===== src/rtl/rmsd_pkg.sv =====
// ----------------------------------------------------------------------------
// rmsd_pkg
// Shared types and constants of the running mean and deviation unit.
// ----------------------------------------------------------------------------
package rmsd_pkg;

   localparam int DATA_W  = 24;
   localparam int COUNT_W = 16;
   localparam int SUM_W   = 40;
   localparam int SQ_W    = 64;
   localparam int PROD_W  = 80;
   localparam int DEN_W   = 32;
   localparam int QUO_W   = 64;
   localparam int STEP_W  = 7;

   // Result status codes.
   typedef logic [1:0] status_type;
   localparam status_type ST_OK       = 2'd0;
   localparam status_type ST_EMPTY    = 2'd1;
   localparam status_type ST_OVERFLOW = 2'd2;

   // Totals of one finished set, handed from the front to the back.
   typedef struct packed {
      logic [COUNT_W-1:0]       count;
      logic signed [SUM_W-1:0]  sum;
      logic [SQ_W-1:0]          square_sum;
      logic                     overflow;
   } snapshot_type;

   typedef enum logic [2:0] {
      BK_IDLE,
      BK_MEAN,
      BK_MUL_A,
      BK_MUL_B,
      BK_DIV,
      BK_SQRT,
      BK_DONE
   } back_state_type;

endpackage


===== src/rtl/rmsd_front.sv =====
// ----------------------------------------------------------------------------
// rmsd_front
// Takes in samples, skips missing ones and keeps the running totals.
// ----------------------------------------------------------------------------
module rmsd_front import rmsd_pkg::*; #(
   parameter int MAX_COUNT    = 65535,
   parameter int SAMPLE_WIDTH = 24
) (
   input  logic                clock,
   input  logic                reset,
   input  logic                csr_valid,
   output logic                csr_ready,
   input  logic [DATA_W-1:0]   csr_missing_value,
   input  logic                req_valid,
   output logic                req_ready,
   input  logic [DATA_W-1:0]   req_sample,
   input  logic                req_last,
   input  logic                queue_full,
   output logic                push_valid,
   output snapshot_type        push_data
);

   localparam int SHIFT = DATA_W - SAMPLE_WIDTH;
   localparam logic [COUNT_W-1:0] CAP = COUNT_W'(MAX_COUNT);

   logic [DATA_W-1:0]        missing_ff, missing_in;
   logic [COUNT_W-1:0]       count_ff, count_in;
   logic signed [SUM_W-1:0]  sum_ff, sum_in;
   logic [SQ_W-1:0]          square_ff, square_in;
   logic                     ovf_ff, ovf_in;

   logic signed [DATA_W-1:0]   s_hi, m_hi, s_val, m_val;
   logic signed [2*DATA_W-1:0] s_square;
   logic                       accept, take;

   assign csr_ready = 1'b1;
   assign req_ready = !queue_full;
   assign accept    = req_valid && req_ready;

   // Sign-extend sample and missing value from the configured width.
   assign s_hi     = $signed(req_sample) <<< SHIFT;
   assign m_hi     = $signed(missing_ff) <<< SHIFT;
   assign s_val    = s_hi >>> SHIFT;
   assign m_val    = m_hi >>> SHIFT;
   assign s_square = s_val * s_val;
   assign take     = accept && (s_val != m_val);

   // Running totals; the count saturates and flags the overflow.
   always_comb begin
      missing_in = missing_ff;
      count_in   = count_ff;
      sum_in     = sum_ff;
      square_in  = square_ff;
      ovf_in     = ovf_ff;
      if (csr_valid && csr_ready) begin
         missing_in = csr_missing_value;
      end
      if (take) begin
         if (count_ff >= CAP) begin
            ovf_in = 1'b1;
         end else begin
            count_in  = count_ff + 1'b1;
            sum_in    = sum_ff + SUM_W'(s_val);
            square_in = square_ff + SQ_W'($unsigned(s_square));
         end
      end
   end

   // A last request hands the totals over and starts a new set.
   assign push_valid            = accept && req_last;
   assign push_data.count       = count_in;
   assign push_data.sum         = sum_in;
   assign push_data.square_sum  = square_in;
   assign push_data.overflow    = ovf_in;

   always_ff @(posedge clock) begin
      if (reset) begin
         missing_ff <= '0;
         count_ff   <= '0;
         sum_ff     <= '0;
         square_ff  <= '0;
         ovf_ff     <= 1'b0;
      end else begin
         missing_ff <= missing_in;
         if (push_valid) begin
            count_ff  <= '0;
            sum_ff    <= '0;
            square_ff <= '0;
            ovf_ff    <= 1'b0;
         end else begin
            count_ff  <= count_in;
            sum_ff    <= sum_in;
            square_ff <= square_in;
            ovf_ff    <= ovf_in;
         end
      end
   end

endmodule


===== src/rtl/rmsd_queue.sv =====
// ----------------------------------------------------------------------------
// rmsd_queue
// Two-entry queue of finished set totals between front and back.
// ----------------------------------------------------------------------------
module rmsd_queue import rmsd_pkg::*; (
   input  logic          clock,
   input  logic          reset,
   input  logic          push_valid,
   input  snapshot_type  push_data,
   output logic          full,
   output logic          pop_valid,
   input  logic          pop,
   output snapshot_type  pop_data
);

   snapshot_type entry_ff [2];
   logic         wr_ptr_ff, wr_ptr_in;
   logic         rd_ptr_ff, rd_ptr_in;
   logic [1:0]   fill_ff, fill_in;
   logic         do_push, do_pop;

   assign full      = (fill_ff == 2'd2);
   assign pop_valid = (fill_ff != 2'd0);
   assign pop_data  = entry_ff[rd_ptr_ff];
   assign do_push   = push_valid && !full;
   assign do_pop    = pop && pop_valid;

   // Pointer and fill bookkeeping.
   always_comb begin
      wr_ptr_in = do_push ? !wr_ptr_ff : wr_ptr_ff;
      rd_ptr_in = do_pop ? !rd_ptr_ff : rd_ptr_ff;
      fill_in   = fill_ff + {1'b0, do_push} - {1'b0, do_pop};
   end

   always_ff @(posedge clock) begin
      if (do_push) begin
         entry_ff[wr_ptr_ff] <= push_data;
      end
   end

   always_ff @(posedge clock) begin
      if (reset) begin
         wr_ptr_ff <= 1'b0;
         rd_ptr_ff <= 1'b0;
         fill_ff   <= 2'd0;
      end else begin
         wr_ptr_ff <= wr_ptr_in;
         rd_ptr_ff <= rd_ptr_in;
         fill_ff   <= fill_in;
      end
   end

endmodule


===== src/rtl/rmsd_back.sv =====
// ----------------------------------------------------------------------------
// rmsd_back
// Bit-serial mean division, variance numerator, variance division and
// square root for one set, followed by the response register.
// ----------------------------------------------------------------------------
module rmsd_back import rmsd_pkg::*; (
   input  logic                clock,
   input  logic                reset,
   input  logic                pop_valid,
   input  snapshot_type        pop_data,
   output logic                pop,
   output logic                rsp_valid,
   input  logic                rsp_ready,
   output logic [DATA_W-1:0]   rsp_mean_value,
   output logic [DATA_W-1:0]   rsp_std_dev,
   output logic [COUNT_W-1:0]  rsp_valid_count,
   output logic [1:0]          rsp_status
);

   back_state_type state_ff, state_in;

   logic [COUNT_W-1:0]  n_ff, n_in;
   logic                neg_ff, neg_in;
   logic [SUM_W-1:0]    mag_ff, mag_in;
   logic [SQ_W-1:0]     sq_ff, sq_in;
   logic                ovf_ff, ovf_in;
   logic [DEN_W-1:0]    den_ff, den_in;
   logic [PROD_W-1:0]   work_ff, work_in;
   logic [PROD_W-1:0]   shf_ff, shf_in;
   logic [PROD_W-1:0]   diff_ff, diff_in;
   logic [DEN_W-1:0]    rem_ff, rem_in;
   logic [QUO_W-1:0]    quo_ff, quo_in;
   logic [STEP_W-1:0]   step_ff, step_in;
   logic [DATA_W-1:0]   mean_ff, mean_in;
   logic [QUO_W-1:0]    sx_ff, sx_in, sres_ff, sres_in, sbit_ff, sbit_in;

   logic                rsp_valid_ff, rsp_valid_in;
   logic [DATA_W-1:0]   mean_out_ff, sd_out_ff;
   logic [COUNT_W-1:0]  count_out_ff;
   status_type          status_out_ff;

   logic                last_step, out_load;
   logic [COUNT_W:0]    mean_trial;
   logic [DEN_W:0]      div_trial;
   logic                qbit;
   logic [QUO_W-1:0]    qnext, sq_try;
   logic [PROD_W-1:0]   work_next;
   logic [DATA_W-1:0]   qlow;

   // End of the bit-serial pass of the current state.
   always_comb begin
      case (state_ff)
         BK_MEAN:  last_step = (step_ff == STEP_W'(SUM_W - 1));
         BK_MUL_A: last_step = (step_ff == STEP_W'(COUNT_W - 1));
         BK_MUL_B: last_step = (step_ff == STEP_W'(SUM_W - 1));
         BK_DIV:   last_step = (step_ff == STEP_W'(PROD_W - 1));
         BK_SQRT:  last_step = (step_ff == STEP_W'(QUO_W / 2 - 1));
         default:  last_step = 1'b0;
      endcase
   end

   assign out_load = (state_ff == BK_DONE) && (!rsp_valid_ff || rsp_ready);

   // Next state.
   always_comb begin
      state_in = state_ff;
      case (state_ff)
         BK_IDLE: begin
            if (pop_valid) begin
               state_in = (pop_data.count == '0) ? BK_DONE : BK_MEAN;
            end
         end
         BK_MEAN: begin
            if (last_step) begin
               state_in = (n_ff == COUNT_W'(1)) ? BK_DONE : BK_MUL_A;
            end
         end
         BK_MUL_A: if (last_step) state_in = BK_MUL_B;
         BK_MUL_B: if (last_step) state_in = BK_DIV;
         BK_DIV:   if (last_step) state_in = BK_SQRT;
         BK_SQRT:  if (last_step) state_in = BK_DONE;
         BK_DONE:  if (out_load) state_in = BK_IDLE;
         default:  state_in = BK_IDLE;
      endcase
   end

   // Shared trial subtract and shift-add terms.
   always_comb begin
      mean_trial = {rem_ff[COUNT_W-1:0], mag_ff[6'(SUM_W - 1) - step_ff[5:0]]};
      div_trial  = {rem_ff, diff_ff[STEP_W'(PROD_W - 1) - step_ff]};
      if (state_ff == BK_MEAN) begin
         qbit = (mean_trial >= {1'b0, n_ff});
      end else begin
         qbit = (div_trial >= {1'b0, den_ff});
      end
      qnext  = {quo_ff[QUO_W-2:0], qbit};
      qlow   = qnext[DATA_W-1:0];
      sq_try = sres_ff + sbit_ff;
      if (state_ff == BK_MUL_A) begin
         work_next = n_ff[step_ff[3:0]] ? work_ff + shf_ff : work_ff;
      end else begin
         work_next = mag_ff[step_ff[5:0]] ? work_ff + shf_ff : work_ff;
      end
   end

   // Datapath per state.
   always_comb begin
      pop     = 1'b0;
      n_in    = n_ff;
      neg_in  = neg_ff;
      mag_in  = mag_ff;
      sq_in   = sq_ff;
      ovf_in  = ovf_ff;
      den_in  = den_ff;
      work_in = work_ff;
      shf_in  = shf_ff;
      diff_in = diff_ff;
      rem_in  = rem_ff;
      quo_in  = quo_ff;
      step_in = step_ff + 1'b1;
      mean_in = mean_ff;
      sx_in   = sx_ff;
      sres_in = sres_ff;
      sbit_in = sbit_ff;
      case (state_ff)
         BK_IDLE: begin
            pop     = pop_valid;
            n_in    = pop_data.count;
            neg_in  = pop_data.sum[SUM_W-1];
            mag_in  = pop_data.sum[SUM_W-1] ? -pop_data.sum : pop_data.sum;
            sq_in   = pop_data.square_sum;
            ovf_in  = pop_data.overflow;
            den_in  = DEN_W'(pop_data.count) * DEN_W'(pop_data.count - 1'b1);
            rem_in  = '0;
            quo_in  = '0;
            step_in = '0;
            mean_in = '0;
            sres_in = '0;
         end
         BK_MEAN: begin
            quo_in = qnext;
            rem_in = qbit ? DEN_W'(mean_trial - {1'b0, n_ff}) : DEN_W'(mean_trial);
            if (last_step) begin
               mean_in = neg_ff ? -qlow : qlow;
               step_in = '0;
               work_in = '0;
               shf_in  = PROD_W'(sq_ff);
            end
         end
         BK_MUL_A: begin
            work_in = work_next;
            shf_in  = shf_ff << 1;
            if (last_step) begin
               diff_in = work_next;
               step_in = '0;
               work_in = '0;
               shf_in  = PROD_W'(mag_ff);
            end
         end
         BK_MUL_B: begin
            work_in = work_next;
            shf_in  = shf_ff << 1;
            if (last_step) begin
               diff_in = diff_ff - work_next;
               step_in = '0;
               rem_in  = '0;
               quo_in  = '0;
            end
         end
         BK_DIV: begin
            quo_in = qnext;
            rem_in = qbit ? DEN_W'(div_trial - {1'b0, den_ff}) : DEN_W'(div_trial);
            if (last_step) begin
               step_in = '0;
               sx_in   = qnext;
               sres_in = '0;
               sbit_in = QUO_W'(1) << (QUO_W - 2);
            end
         end
         BK_SQRT: begin
            if (sx_ff >= sq_try) begin
               sx_in   = sx_ff - sq_try;
               sres_in = (sres_ff >> 1) + sbit_ff;
            end else begin
               sres_in = sres_ff >> 1;
            end
            sbit_in = sbit_ff >> 2;
         end
         BK_DONE: begin
            step_in = step_ff;
         end
         default: begin
            step_in = step_ff;
         end
      endcase
   end

   assign rsp_valid_in = out_load ? 1'b1 : (rsp_valid_ff && !rsp_ready);

   always_ff @(posedge clock) begin
      n_ff    <= n_in;
      neg_ff  <= neg_in;
      mag_ff  <= mag_in;
      sq_ff   <= sq_in;
      ovf_ff  <= ovf_in;
      den_ff  <= den_in;
      work_ff <= work_in;
      shf_ff  <= shf_in;
      diff_ff <= diff_in;
      rem_ff  <= rem_in;
      quo_ff  <= quo_in;
      step_ff <= step_in;
      mean_ff <= mean_in;
      sx_ff   <= sx_in;
      sres_ff <= sres_in;
      sbit_ff <= sbit_in;
      if (out_load) begin
         mean_out_ff   <= mean_ff;
         sd_out_ff     <= sres_ff[DATA_W-1:0];
         count_out_ff  <= n_ff;
         if (n_ff == '0) begin
            status_out_ff <= ST_EMPTY;
         end else if (ovf_ff) begin
            status_out_ff <= ST_OVERFLOW;
         end else begin
            status_out_ff <= ST_OK;
         end
      end
   end

   always_ff @(posedge clock) begin
      if (reset) begin
         state_ff     <= BK_IDLE;
         rsp_valid_ff <= 1'b0;
      end else begin
         state_ff     <= state_in;
         rsp_valid_ff <= rsp_valid_in;
      end
   end

   assign rsp_valid       = rsp_valid_ff;
   assign rsp_mean_value  = mean_out_ff;
   assign rsp_std_dev     = sd_out_ff;
   assign rsp_valid_count = count_out_ff;
   assign rsp_status      = status_out_ff;

   // An empty set reports all zeros.
   a_empty_zero: assert property (@(posedge clock) disable iff (reset)
      rsp_valid && rsp_status == ST_EMPTY |->
         rsp_valid_count == '0 && rsp_mean_value == '0 && rsp_std_dev == '0)
      else $error("empty set response carries nonzero fields");

   // A set with samples never reports the empty status.
   a_count_status: assert property (@(posedge clock) disable iff (reset)
      rsp_valid && rsp_valid_count != '0 |-> rsp_status != ST_EMPTY)
      else $error("nonempty set reported as empty");

   // One sample has no deviation.
   a_single_sd: assert property (@(posedge clock) disable iff (reset)
      rsp_valid && rsp_valid_count == COUNT_W'(1) |-> rsp_std_dev == '0)
      else $error("single sample set has nonzero deviation");

   // The queue is only drained from the idle state.
   a_pop_idle: assert property (@(posedge clock) disable iff (reset)
      pop |-> state_ff == BK_IDLE && pop_valid)
      else $error("queue popped outside idle");

endmodule


===== src/rtl/running_mean_stddev_unit.sv =====
// ----------------------------------------------------------------------------
// running_mean_stddev_unit
// Mean and sample standard deviation of sets of signed Q16.8 samples.
// ----------------------------------------------------------------------------
// Samples are taken one per cycle while the queue of set totals has room; a
// sample equal to the configured missing value is skipped. The request marked
// last closes a set, and one response follows with the mean (truncated toward
// zero), the sample standard deviation, the valid count and a status. The back
// end works one set at a time with bit-serial units: a 40-step mean division,
// a 16-step and a 40-step shift-add multiply, an 80-step variance division and
// a 32-step square root. A set with a single sample skips all but the mean
// division, and an empty set skips all of them. A two-entry queue of set
// totals sits between the accumulator and the back end, so requests stall
// only when that queue is full.
module running_mean_stddev_unit import rmsd_pkg::*; #(
   parameter int MAX_COUNT    = 65535,
   parameter int SAMPLE_WIDTH = 24
) (
   input  logic                clock,
   input  logic                reset,
   input  logic                csr_valid,
   output logic                csr_ready,
   input  logic [DATA_W-1:0]   csr_missing_value,
   input  logic                req_valid,
   output logic                req_ready,
   input  logic [DATA_W-1:0]   req_sample,
   input  logic                req_last,
   output logic                rsp_valid,
   input  logic                rsp_ready,
   output logic [DATA_W-1:0]   rsp_mean_value,
   output logic [DATA_W-1:0]   rsp_std_dev,
   output logic [COUNT_W-1:0]  rsp_valid_count,
   output logic [1:0]          rsp_status
);

   logic         push_valid, queue_full, pop_valid, pop;
   snapshot_type push_data, pop_data;

   // Accumulator front end.
   rmsd_front #(
      .MAX_COUNT    (MAX_COUNT),
      .SAMPLE_WIDTH (SAMPLE_WIDTH)
   ) u_front (
      .clock             (clock),
      .reset             (reset),
      .csr_valid         (csr_valid),
      .csr_ready         (csr_ready),
      .csr_missing_value (csr_missing_value),
      .req_valid         (req_valid),
      .req_ready         (req_ready),
      .req_sample        (req_sample),
      .req_last          (req_last),
      .queue_full        (queue_full),
      .push_valid        (push_valid),
      .push_data         (push_data)
   );

   // Queue of closed sets.
   rmsd_queue u_queue (
      .clock      (clock),
      .reset      (reset),
      .push_valid (push_valid),
      .push_data  (push_data),
      .full       (queue_full),
      .pop_valid  (pop_valid),
      .pop        (pop),
      .pop_data   (pop_data)
   );

   // Statistics back end.
   rmsd_back u_back (
      .clock           (clock),
      .reset           (reset),
      .pop_valid       (pop_valid),
      .pop_data        (pop_data),
      .pop             (pop),
      .rsp_valid       (rsp_valid),
      .rsp_ready       (rsp_ready),
      .rsp_mean_value  (rsp_mean_value),
      .rsp_std_dev     (rsp_std_dev),
      .rsp_valid_count (rsp_valid_count),
      .rsp_status      (rsp_status)
   );

endmodule

===== config.mk =====
export PLATFORM = sky130hd
export DESIGN_NAME = running_mean_stddev_unit
export DESIGN_NICKNAME = d
export VERILOG_FILES = /design/src/rtl/rmsd_pkg.sv /design/src/rtl/rmsd_front.sv /design/src/rtl/rmsd_queue.sv /design/src/rtl/rmsd_back.sv /design/src/rtl/running_mean_stddev_unit.sv
export SDC_FILE = /design/constraint.sdc
export NUM_CORES = 2
export LEC_CHECK = 0
export BUFFER_PORTS_ARGS = -buffer_cell sky130_fd_sc_hd__buf_2
export CAP_MARGIN = 10
export CORE_MARGIN = 8
export CORE_UTILIZATION = 40
export DETAILED_ROUTE_END_ITERATION = 6
export PLACE_DENSITY_LB_ADDON = 0.3
export SYNTH_ARGS = -nofsm -noshare
export SYNTH_HDL_FRONTEND = slang
export SYNTH_SLANG_ARGS = --single-unit

===== constraint.sdc =====
create_clock -name clock -period 18 [get_ports clock]
set_input_delay 1.8 -clock clock [delete_from_list [all_inputs] [get_ports clock]]
set_output_delay 1.8 -clock clock [all_outputs]
set_load 0.01 [all_outputs]

; Yosys cells after proc, flatten, opt, wreduce, memory -nomap -nowiden
; Memory sizes are Yosys's and may differ from the RTL's. A register that Yosys moved wholly into a read port is not among the register bits.
; Cells that the tools add are included.
[classes]
n_reduce_logical = 38
addsub = 18
muxes = 66
eq_ne = 21
n_mul = 2
n_lt_le_gt_ge = 8
[ops]
columns = op, n
row1 = $mux W80, 9
row2 = $pmux W80 S3, 2
row3 = $mux W64, 7
row4 = $pmux W64 S2, 2
row5 = $pmux W64 S3, 1
row6 = $pmux W63 S3, 1
row7 = $pmux W80 S2, 1
row8 = $pmux W32 S4, 1
row9 = $mux W32, 3
row10 = $add A80 B80 Y80, 1
row11 = $mux W40, 2
row12 = $sub A80 B80 Y80, 1
row13 = $add A63 B64 Y64, 1
row14 = $add A64 B48 Y64, 1
row15 = $add A64 B64 Y64, 1
row16 = $ge A64 B64 Y1, 1
row17 = $sub A64 B64 Y64, 1
row18 = $mul A24 B24 Y48, 1
row19 = $mux W24, 2
row20 = $pmux W24 S2, 1
row21 = $add A40 B24 Y40, 1
row22 = $neg A40 Y40, 1
row23 = $mux W39, 1
row24 = $ge A33 B32 Y1, 1
row25 = other kinds (51), 109
[totals]
ramBits = 242
memories = 1
regBits = 931
[mem_list]
columns = memory, depth, width, rd, rd_ports_with_merged_regs, write_ports, line
row1 = u_queue.entry_ff, 2, 121, 1, 1, 1, rmsd_queue.sv:16  ; snapshot_type entry_ff [2];

; Depth between registers and ports, before layout
[depth]
depth_word = 9
ltp_mapped = 43
depth_no_buf = 40

; By module
; From an unflattened synthesis, not the netlist that was laid out.
[unflattened]
cells_unflattened = 10058
area_unflattened_um2 = 100268.7
[modules_own_cells]
columns = mod, n_inst, cells_per_inst, area_each_um2, seq_area_each_um2
row1 = rmsd_back, 1, 6230, 61443.9, 22451.5
row2 = rmsd_front, 1, 3426, 29838.6, 2902.8
row3 = rmsd_queue, 1, 402, 8986.1, 7367.1

; Worst setup path before layout
; No wires, ideal clock.
[synth_path]
kind = register to register
start = reg u_back.state_ff[1]
end = reg u_queue.fill_ff[1]
stages_incl_launch_ff = 11
arrival_time_ns = 12.530
setup_time_ns = 0.128
setup_slack_ns = 5.343
cell_sequence = dfxtp_1 -> clkbuf_1 -> clkbuf_1 -> nor3_1 -> nor2b_1 -> ha_1 -> inv_1 -> ha_1 -> xor2_1 -> xnor2_1 -> nor2_1
[synth_between]
elab_chain_len = 4
[synth_rtl]
columns = item, line
row1 = from (decl), rmsd_back.sv:20  ; back_state_type state_ff, state_in;
row2 = from (signal assigned), rmsd_back.sv:236  ; state_ff <= state_in;
row3 = $logic_not A3 Y1, rmsd_back.sv:125  ; case (state_ff)
row4 = $mux W1, rmsd_back.sv:125
row5 = $logic_and A1 B1 Y1, rmsd_queue.sv:26  ; assign do_pop = pop && pop_valid;
row6 = named net u_queue.do_pop, rmsd_queue.sv:20  ; logic do_push, do_pop;
row7 = $sub A2 B1 Y2, rmsd_queue.sv:32  ; fill_in = fill_ff + {1'b0, do_push} - {1'b0, do_pop};
row8 = to (signal assigned), rmsd_queue.sv:49  ; fill_ff <= fill_in;
row9 = to (decl), rmsd_queue.sv:19  ; logic [1:0] fill_ff, fill_in;
; The timed path passes the listed nets, and every way through them passes these cells.
; A chain may end at the register's enable or synchronous reset.

==> results.toml <==
[run_status]
status = "finished with violations"
violations = "DRC"

[global_routing]
use_met2 = 0.3198
grt.overflow.total = 0
grt_pass1_vias = 73740
grt_max_degree = 161
top_usage_layer = "met2"
use_met3 = 0.02446
grt_use_total = 0.1968
grt_pass1_wl_mm = 419.6
antenna_found_initial = 2
gr-usage-met1 = 0.2758

[clocking]
cts_tree = "built"
cts_root_buf = "clkbuf_16"
cts_buffers = 136
clkSinkCount = 1140
clkLatencyLatePin_ns = 0.82
cts_setup_buffers = 0
ctsHoldBuffers = 0
cts-resized-gates = 0
cts_max_path_buffers = 3
htreeDepth = 4
clk_pin_slew_worst_paths_ns = 0.06

[floorplanning]
pin_count = 123
initial_utilization = 0.4019
die-area_sq_um = 265900
rows = 183
die_h_um = 515.6
die_w_um = 515.6
core_sq_um = 248400

[setup_path]
crit_family = "adder cells"
path_class = "in2reg"
setup.worst_path.start_class = "input pin"
end_kind = "flip-flop"
cp_common_cell = "fa_1"
worstPathMaxFanout = 23
critPathMaxStageDelay_ns = 0.56
crit_arrival_ns = 12.09
cp_num_buf_inv = 6
cp_slowest_cell = "fa_1"
worstPathRequired_ns = 18.52

[yosys]
synth_seq_cells = 1140
async_reset_ff_frac = 0
ys_types = 100
ys.flop_type = "edfxtp_1"
synthCells = 9777
synth_area_per_cell_sq_um = 10.21
synth-edff-count = 986
ys_seq_area_frac = 0.3274
syn_area_sq_um = 99850
yosysWarnings = 0

[drt]
num_vias = 72220
ant_nets = 0
drt_iter0_markers = 5569
dr.pass1.iters = 7
avgRoutedWirePerCell_um = 20.31
drc = 18
drt_wl_total_mm = 267.9
via_per_inst = 5.475

[sta]
worstMarginPinSlew_ns = 1.039
setup-violations-final = 0
fmax_mhz = 86.43
slew-limit-headroom = 0.3070
worst_slack_ns = 6.430
tns_ns = 0
finalClockSkew_ns = 0.05353
hold_violations = 0
rsz0062_at_grt = "no"
fin_crit_ns = 11.57
slew_violations = 0
fin_crit_sh = 0.6428

[cells_and_area]
fin_util = 0.4368
drive_above_1_share = 0.08926
fin_nets = 11300
num-fill-cells = 23370
area_growth_pct = 8.668

[placement]
gp_congestion = 0.9138
portBuffers = 121
pre_cts_ws_ns = 5.688
place.detailed.hpwl_mm = 203.0

[worst_hold_path]
holdCritPathClass = "reg2reg"

[flow_run]
drv_cap = 0
[through the flow]
step                hold WS, ns  instances  cell area [sq um]
floorplan                0.4003       9800              99940
global placement         0.4072      12940             104000
detailed placement       0.4081      12940             104000
CTS                      0.4229      13190             108500
global route             0.4306      13190             108500
finish                   0.4207      13190             108500
[area by class of cell]
type | instances | area (sq um) | share of cell area
clock inverters | 77 | 918.4 | 0.008464
multi-input cells | 7073 | 61350 | 0.5654
repair buffers | 207 | 1276 | 0.01176
flip-flops and latches | 1140 | 32700 | 0.3013
clock buffers | 169 | 3607 | 0.03324
well taps | 3330 | 4167 | 0.03840
inverters | 1193 | 4483 | 0.04132
diodes | 3 | 7.507 | 0.00006919
[registers in the layout, indices dropped and copies added (netlist names), 3 cells and up, named ones only]
register and flops:
u_back.sbit_ff 32, u_back.rem_ff 32, u_back.den_ff 31, u_back.rsp_std_dev 24, u_back.mag_ff 40, u_back.step_ff 7
u_front.count_ff 16, u_queue.entry_ff 242, u_back.quo_ff 63, u_front.sum_ff 40, u_back.state_ff 3, u_back.diff_ff 80
u_back.rsp_valid_count 16, u_back.sx_ff 64, u_front.square_ff 64, u_back.sq_ff 64, u_back.rsp_mean_value 24, u_back.n_ff 15
u_back.shf_ff 80, u_front.m_hi 24, u_back.mean_ff 24, u_back.sres_ff 64, u_back.work_ff 80
[cell usage in the layout, fill, tap and decap left out, drive strengths merged, types with 100 or more instances in the layout]
| cell type | instances |
|---|---|
| a21o | 271 |
| a21oi | 552 |
| a31oi | 109 |
| and2 | 352 |
| buf | 207 |
| clkbuf | 169 |
| dfxtp | 154 |
| edfxtp | 986 |
| fa | 836 |
| ha | 663 |
| inv | 1193 |
| mux2 | 148 |
| mux2i | 197 |
| nand2 | 665 |
| nand3 | 140 |
| nand4 | 118 |
| nor2 | 550 |
| o21ai | 425 |
| o21bai | 100 |
| or2 | 184 |
| xnor2 | 358 |
| xor2 | 269 |
[synthesized netlist by cell type, drive strengths merged (269+ instances only)]
| cell type | number | area (sq um) |
|---|---|---|
| a21oi | 552 | 2766 |
| a21o | 271 | 2034 |
| edfxtp | 986 | 29610 |
| clkbuf | 322 | 1209 |
| nor2 | 550 | 2064 |
| o21ai | 425 | 2135 |
| fa | 836 | 16740 |
| and2 | 352 | 2205 |
| xnor2 | 358 | 3136 |
| xor2 | 269 | 2356 |
| inv | 1191 | 4471 |
| nand2 | 665 | 2496 |
| ha | 663 | 8295 |
[kinds of logic after synthesis]
kind of cell	Yosys count	share of synthesized area
other	2	0.00007521
AND/OR/NAND/NOR	2469	0.1223
adder cells (fa/ha/maj)	1499	0.2507
XOR/XNOR	628	0.05522
multiplexers	399	0.04862
buffers and inverters	1587	0.06110
AO/OA/AOI/OAI	2053	0.1346
flip-flops	1140	0.3274
[final timing paths]
path,slack (ns),depth (start not counted),endpoint,start
max,6.43,36,u_queue.entry_ff[0][60]$_DFFE_PP_,req_sample[1]
min reg2reg,0.42,0,u_back.rsp_mean_value[14]$_DFFE_PP_,u_back.mean_ff[14]$_SDFFCE_PN0P_
max reg2reg,7.19,33,u_back.den_ff[31]$_DFFE_PP_,flip-flop
min,0.42,0,u_back.rsp_mean_value[14]$_DFFE_PP_,u_back.mean_ff[14]$_SDFFCE_PN0P_
[per-layer routing]
layer  vias up  part of all wire
met3       438             0.053
met2      2094              0.46
met4         2             0.030
met1     35840              0.46
met5         -          0.000049
li1      33850                 -
Power is left out: the tool's default activity adds up to more than one toggle a clock period on the data nets, which glitch-free logic cannot reach.
